--- src/design/rca_pkg.sv ---
`default_nettype none

package rca_pkg;

  localparam int unsigned SecondMax = 59;
  localparam int unsigned MinuteMax = 59;
  localparam int unsigned HourMax   = 11;
  localparam int unsigned MonthMax  = 11;
  localparam int unsigned YearMax   = 999;
  localparam int unsigned LeapFeb   = 29;

  typedef enum logic [1:0] {
    OP_TICK  = 2'd0,
    OP_LOAD  = 2'd1,
    OP_ACK   = 2'd2,
    OP_NONE  = 2'd3
  } op_t;

  typedef enum logic {
    REG_ALARM_HOUR = 1'b0,
    REG_ALARM_PM   = 1'b1
  } reg_index_t;

  typedef struct packed {
    logic [5:0] second_now;
    logic [5:0] minute_now;
    logic [3:0] hour_shown;
    logic       pm_now;
    logic [4:0] day_now;
    logic [3:0] month_now;
    logic [9:0] year_now;
    logic       alarm_active;
  } result_t;

  function automatic logic [4:0] month_len(input logic [3:0] month, input logic leap);
    logic [4:0] len;
    begin
      case (month)
        4'd0, 4'd2, 4'd4, 4'd6, 4'd7, 4'd9, 4'd11: len = 5'd31;
        4'd1: len = leap ? 5'(LeapFeb) : 5'd28;
        4'd3, 4'd5, 4'd8, 4'd10: len = 5'd30;
        default: len = 5'd31;
      endcase
      return len;
    end
  endfunction

endpackage

`default_nettype wire

--- src/design/rtc_calendar_alarm_core.sv ---
// 12-hour clock and calendar with a set-hour alarm. Each request is a one-second tick,
// a load of time and date (out-of-range fields saturate, day to the month length),
// an alarm acknowledge or a no-op; every request returns one result holding the time,
// date and alarm flag after it. The carry chain and load saturation sit between the
// state registers and a result register backed by a one-entry skid register, so a
// request is accepted every cycle while the skid entry is free.
// Alarm registers are written through the cfg port (index 0 hour 1..12, index 1 PM).
`default_nettype none

module rtc_calendar_alarm_core
  import rca_pkg::*;
(
  input  wire logic       clk,
  input  wire logic       rst,
  input  wire logic       cfg_write,
  input  wire logic       cfg_index,
  input  wire logic [3:0] cfg_data,
  input  wire logic       in_valid,
  output logic            in_stall,
  input  wire logic [1:0] operation,
  input  wire logic [5:0] set_second,
  input  wire logic [5:0] set_minute,
  input  wire logic [3:0] set_hour,
  input  wire logic       set_pm,
  input  wire logic [4:0] set_day,
  input  wire logic [3:0] set_month,
  input  wire logic [9:0] set_year,
  output logic            out_valid,
  input  wire logic       out_stall,
  output logic [5:0]      second_now,
  output logic [5:0]      minute_now,
  output logic [3:0]      hour_shown,
  output logic            pm_now,
  output logic [4:0]      day_now,
  output logic [3:0]      month_now,
  output logic [9:0]      year_now,
  output logic            alarm_active
);

  logic [3:0] alarm_hour;
  logic       alarm_pm;

  logic [5:0] seconds, seconds_next;
  logic [5:0] minutes, minutes_next;
  logic [3:0] hours, hours_next;
  logic       afternoon, afternoon_next;
  logic [4:0] day_of_month, day_of_month_next;
  logic [3:0] month_index, month_index_next;
  logic [9:0] year_offset, year_offset_next;
  logic       alarm_flag, alarm_flag_next;

  result_t out_reg, skid_reg, result;
  logic    skid_valid;
  logic    accept, out_take;

  logic [3:0] ld_month;
  logic [9:0] ld_year;
  logic [4:0] ld_len, ld_day, cur_len;
  logic [3:0] shown_next;
  op_t        op;

  assign op       = op_t'(operation);
  assign in_stall = skid_valid;
  assign accept   = in_valid && !skid_valid;
  assign out_take = out_valid && !out_stall;

  assign ld_month = (set_month > 4'(MonthMax)) ? 4'(MonthMax) : set_month;
  assign ld_year  = (set_year > 10'(YearMax)) ? 10'(YearMax) : set_year;
  assign ld_len   = month_len(ld_month, ld_year[1:0] == 2'd0);
  assign cur_len  = month_len(month_index, year_offset[1:0] == 2'd0);

  always_comb begin
    seconds_next      = seconds;
    minutes_next      = minutes;
    hours_next        = hours;
    afternoon_next    = afternoon;
    day_of_month_next = day_of_month;
    month_index_next  = month_index;
    year_offset_next  = year_offset;
    alarm_flag_next   = alarm_flag;
    ld_day            = (set_day == 5'd0) ? 5'd1 : set_day;
    if (ld_day > ld_len) begin
      ld_day = ld_len;
    end
    case (op)
      OP_TICK: begin
        if (seconds < 6'(SecondMax)) begin
          seconds_next = seconds + 6'd1;
        end else begin
          seconds_next = 6'd0;
          if (minutes < 6'(MinuteMax)) begin
            minutes_next = minutes + 6'd1;
          end else begin
            minutes_next = 6'd0;
            if (hours < 4'(HourMax)) begin
              hours_next = hours + 4'd1;
            end else begin
              hours_next = 4'd0;
              afternoon_next = !afternoon;
              if (afternoon) begin
                if (day_of_month < cur_len) begin
                  day_of_month_next = day_of_month + 5'd1;
                end else begin
                  day_of_month_next = 5'd1;
                  if (month_index < 4'(MonthMax)) begin
                    month_index_next = month_index + 4'd1;
                  end else begin
                    month_index_next = 4'd0;
                    year_offset_next = (year_offset >= 10'(YearMax)) ? 10'd0
                                                                     : year_offset + 10'd1;
                  end
                end
              end
            end
          end
        end
      end
      OP_LOAD: begin
        seconds_next      = (set_second > 6'(SecondMax)) ? 6'(SecondMax) : set_second;
        minutes_next      = (set_minute > 6'(MinuteMax)) ? 6'(MinuteMax) : set_minute;
        hours_next        = (set_hour > 4'(HourMax)) ? 4'(HourMax) : set_hour;
        afternoon_next    = set_pm;
        month_index_next  = ld_month;
        year_offset_next  = ld_year;
        day_of_month_next = ld_day;
      end
      OP_ACK: begin
        alarm_flag_next = 1'b0;
      end
      default: begin
      end
    endcase
    shown_next = (hours_next == 4'd0) ? 4'd12 : hours_next;
    if ((op == OP_TICK || op == OP_LOAD) && minutes_next == 6'd0 &&
        shown_next == alarm_hour && afternoon_next == alarm_pm) begin
      alarm_flag_next = 1'b1;
    end
    result.second_now   = seconds_next;
    result.minute_now   = minutes_next;
    result.hour_shown   = shown_next;
    result.pm_now       = afternoon_next;
    result.day_now      = day_of_month_next;
    result.month_now    = month_index_next + 4'd1;
    result.year_now     = year_offset_next;
    result.alarm_active = alarm_flag_next;
  end

  always_ff @(posedge clk) begin
    if (rst) begin
      alarm_hour <= 4'd1;
      alarm_pm   <= 1'b0;
    end else if (cfg_write) begin
      case (reg_index_t'(cfg_index))
        REG_ALARM_HOUR: alarm_hour <= cfg_data;
        REG_ALARM_PM:   alarm_pm   <= cfg_data[0];
        default: begin
        end
      endcase
    end
  end

  always_ff @(posedge clk) begin
    if (rst) begin
      seconds      <= 6'd0;
      minutes      <= 6'd0;
      hours        <= 4'd0;
      afternoon    <= 1'b0;
      day_of_month <= 5'd1;
      month_index  <= 4'd0;
      year_offset  <= 10'd0;
      alarm_flag   <= 1'b0;
    end else if (accept) begin
      seconds      <= seconds_next;
      minutes      <= minutes_next;
      hours        <= hours_next;
      afternoon    <= afternoon_next;
      day_of_month <= day_of_month_next;
      month_index  <= month_index_next;
      year_offset  <= year_offset_next;
      alarm_flag   <= alarm_flag_next;
    end
  end

  // hold results in order: output register first, skid entry behind it
  always_ff @(posedge clk) begin
    if (rst) begin
      out_valid  <= 1'b0;
      skid_valid <= 1'b0;
    end else if (accept) begin
      if (!out_valid || out_take) begin
        out_reg   <= result;
        out_valid <= 1'b1;
      end else begin
        skid_reg   <= result;
        skid_valid <= 1'b1;
      end
    end else if (out_take) begin
      if (skid_valid) begin
        out_reg    <= skid_reg;
        skid_valid <= 1'b0;
      end else begin
        out_valid <= 1'b0;
      end
    end
  end

  assign second_now   = out_reg.second_now;
  assign minute_now   = out_reg.minute_now;
  assign hour_shown   = out_reg.hour_shown;
  assign pm_now       = out_reg.pm_now;
  assign day_now      = out_reg.day_now;
  assign month_now    = out_reg.month_now;
  assign year_now     = out_reg.year_now;
  assign alarm_active = out_reg.alarm_active;

endmodule

`default_nettype wire

--- config.mk ---
export PLATFORM = sky130hd
export DESIGN_NAME = rtc_calendar_alarm_core
export DESIGN_NICKNAME = d
export VERILOG_FILES = /design/src/design/rca_pkg.sv /design/src/design/rtc_calendar_alarm_core.sv
export SDC_FILE = /design/constraint.sdc
export NUM_CORES = 1
export LEC_CHECK = 0
export BUFFER_PORTS_ARGS = -buffer_cell sky130_fd_sc_hd__buf_4
export CORE_ASPECT_RATIO = 1.2
export CORE_MARGIN = 3
export CORE_UTILIZATION = 50
export CTS_CLUSTER_SIZE = 30
export DETAILED_ROUTE_END_ITERATION = 10
export HOLD_SLACK_MARGIN = 0.02
export PLACE_DENSITY = 0.71
export SLEW_MARGIN = 20
export SYNTH_ARGS = -nofsm -noshare
export SYNTH_HDL_FRONTEND = slang
export SYNTH_SLANG_ARGS = --single-unit
--- constraint.sdc ---
create_clock -name clk -period 5.75 [get_ports clk]
set_input_delay 0.8625 -clock clk [delete_from_list [all_inputs] [get_ports clk]]
set_output_delay 0.8625 -clock clk [all_outputs]
set_load 0.01 [all_outputs]
==> metrics.md <==
| Metric | Value |
|---|---|
| WL/cell | `19.0 um` |
| Worst Skew | `0.00858 ns` |
| CTS clk-pin slew, worst paths | `0.06 ns` |
| Yosys cell types | `79` |
| Largest net degree at the start of global routing | `49` |
| Top post-synthesis cells by count | `108 x nor2_1, 74 x edfxtp_1, 57 x nand2_1` |
| PortBufs | `86` |
| GR Overflow Total | `0` |
| Final Hold Fails | `0` |
| Unrepaired setup endpoints after global routing | `no` |
| Hold-fix buffers at CTS | `0` |
| Pwr/cell area | `300 nW/um^2` |
| Crit path largest cell delay | `0.51 ns` |
| Max-slew headroom | `43.9%` |
| Cell taking the most area after synthesis | `edfxtp_1` |
| Fin nets | `816` |
| Num CTS Buffers | `17` |
| Area Overhead vs Synth | `20.2%` |
| First-pass GRT wire length | `28.1 mm` |
| Layout cell share with drive strength beyond 1 | `19.3%` |
| Clock Tree Buf Depth | `2` |
| CTS tree | `done` |
| Hold WS | `0.485 ns` |
| Core area | `12,400 um^2` |
| H-tree depth | `4` |
| Synthesized Nets | `750` |
| Critical path class | `reg -> reg` |
| Antenna violations before repair | `0` |
| Post-Route Setup TNS | `0 ns` |
| Vias in the first global route | `5,397` |
| Clock Latency Late Sink | `0.41 ns` |
| Total track usage | `25.3%` |
| Worst vdd ir | `153 uV` |
| Status | `completed` |
| Area share of the largest cell type after synthesis | `34.4%` |
| Ports | `87` |
| CTS root buf | `clkbuf_16` |
| Final ANT Viol Nets | `0` |
| Postcts setup bufs | `0` |
| DRC | `0` |
| Initial DRC Count | `640` |
| Category of the worst setup path capture point | `flop` |
| Worst-path fanout max | `8` |
| Top post-synthesis cells by area | `edfxtp_1 34%, dfxtp_1 14%, nor2_1 6.3%, a21oi_1 3.4%, nand2_1 3.3%` |
| Crit path cell chain | `inv_1 -> ha_1 -> nor4b_1 -> ha_1 -> a311o_1 -> o211ai_1 -> mux2i_1 -> a221oi_1 -> inv_1 -> ha_1 -> xnor2_1 -> mux2_2` |
| Area of the multi-input gates | `3090 um^2` |
| Final Cycle Share | `63.0%` |
| Period minus WS final | `3.62 ns` |
| Hpwl dp | `11.8 mm` |
| Resized cells post-CTS | `0` |
| Die Span Y | `130 um` |
| Worst-Margin Slew | `0.838 ns` |
| EDFF count, synth | `74` |
| Startpoint types | `flop` |
| Syn Inst Count | `688` |
| Ant. Diodes | `0` |
| Commonest register cell after synthesis | `edfxtp_1` |
| Worst hold-check path type | `reg -> reg` |
| Via count | `5,647` |
| Crit path max-delay family | `compound AO/OA/AOI/OAI gates` |
| Async SR Flop Fraction | `0%` |
| DR pass1 iterations | `6` |
| Static leakage | `0.00296 uW` |
| Max reg flops | `37` |
| CTS Sinks | `118` |
| Row count | `44` |
| Ys Warns | `0` |
| Worst path slowest cell | `a221oi_1` |
| Starting Density | `52.1%` |
| Final Max Tran Viols | `0` |
| F_max | `276 MHz` |
| Number of synthesized register bits | `118` |
| Maxcap violations | `0` |
| Seq. cell area | `3100 um^2` |
| # setup viols final | `0` |
| Most numerous cell in the Yosys netlist | `nor2_1` |
| Register area share after synthesis | `48.1%` |
| Vias per cell | `6.09` |
| Die ar. | `14,300 um^2` |
| Routed WL | `17.6 mm` |
| GP Congestion | `0.925` |
| Syn Std Cell Area | `6460 um^2` |
| CP required | `5.92 ns` |
| Worst path bufs/invs | `2` |
| Critical path arrival | `3.79 ns` |
| Chip width | `110 um` |
| Avg Synthesized Cell Area | `9.39 um^2` |
| Filler instances | `1,017` |
| Cell repeated most along the worst path | `ha_1` |
==> placed cells by master, fill, tap and decap left out, types with 4 or more instances in the layout <==
cell type,count
or3_1,4
nor3_1,20
xnor2_1,5
mux2i_1,4
nand2b_1,8
edfxtp_1,74
mux2_2,5
o211ai_1,10
clkbuf_8,4
nand2_1,57
o21ai_0,36
inv_1,29
and3_1,7
a31oi_1,10
ha_1,14
a21o_1,5
o22ai_1,5
dfxtp_1,44
nor2b_1,5
nor4_1,8
buf_4,91
clkbuf_16,17
nand3_1,20
and2_1,4
a21oi_1,44
nor2_1,108
o21a_1,4
nor3_2,4
nand4_1,8
a211oi_1,22
==> cell families (layout without fill, tap and decap cells) <==
group           after synthesis  in the layout  share of synthesized area, %
fa+ha+maj                    15             15                          2.87
mux                           9              9                          1.49
compound gates              191            191                          21.6
simple gates                275            275                          20.7
buf+inv                      75            154                          4.61
xor+xnor                      5              5                         0.678
flops                       118            118                          48.1
==> per-layer routing <==
metal,track usage [%],share of wire (%),vias to the layer above
li1,-,-,2695
met1,34.2,44,2703
met2,41.5,48,221
met3,4.18,5.8,28
met4,8.73,1.9,0
met5,0,0,-
==> path summary, 6_finish.rpt <==
check / start / to / cells after the start / slack [ns]
max: month_index[1]$_SDFFE_PP0P_ / month_now[2]$_DFFE_PP_ / 12 / 2.13
min: alarm_pm$_SDFFE_PP0P_ / alarm_pm$_SDFFE_PP0P_ / 2 / 0.48
min reg2reg: alarm_pm$_SDFFE_PP0P_ / alarm_pm$_SDFFE_PP0P_ / 2 / 0.48
max reg2reg: month_index[1]$_SDFFE_PP0P_ / month_now[2]$_DFFE_PP_ / 12 / 2.13
==> power by group <==
| part | internal, uW | leakage, uW | switching, uW |
|---|---|---|---|
| clock network | 638 | 0.000274 | 376 |
| registers | 955 | 0.00105 | 44.1 |
| logic | 128 | 0.00164 | 190 |
| total | 1720 | 0.00296 | 610 |
==> per-stage QoR <==
stage          setup WS, ns  total power [uW]  instance area [um^2]  util, %  std cells
4_1_cts                2.20              2340                  7760     62.6        928
5_1_grt                1.88              2420                  7760     62.6        928
3_3_place_gp           2.25              1320                  7190     58.1        896
3_5_place_dp           2.19              1330                  7190     58.1        896
6_report               2.13              2330                  7760     62.6        928
2_1_floorplan          1.05              1210                  6460        -        688
==> cell type report <==
type                            instances  share of cell area [%]
Timing Repair Buffer                   91                    8.81
Sequential cell                       118                    40.0
Multi-Input combinational cell        495                    39.8
Clock inverter                          8                   0.984
Tap cell                              161                    2.60
Inverter                               31                    1.50
Clock buffer                           24                    6.34
==> tightest hold or removal path: cells and delay by family (launching register included) <==
family / cells / cell delay [ns]
AO/OA/AOI/OAI: 1 / 0.05
flip-flops: 1 / 0.32
AND/OR/NAND/NOR: 1 / 0.06
Note: power is estimated with default switching activity, not from simulation.
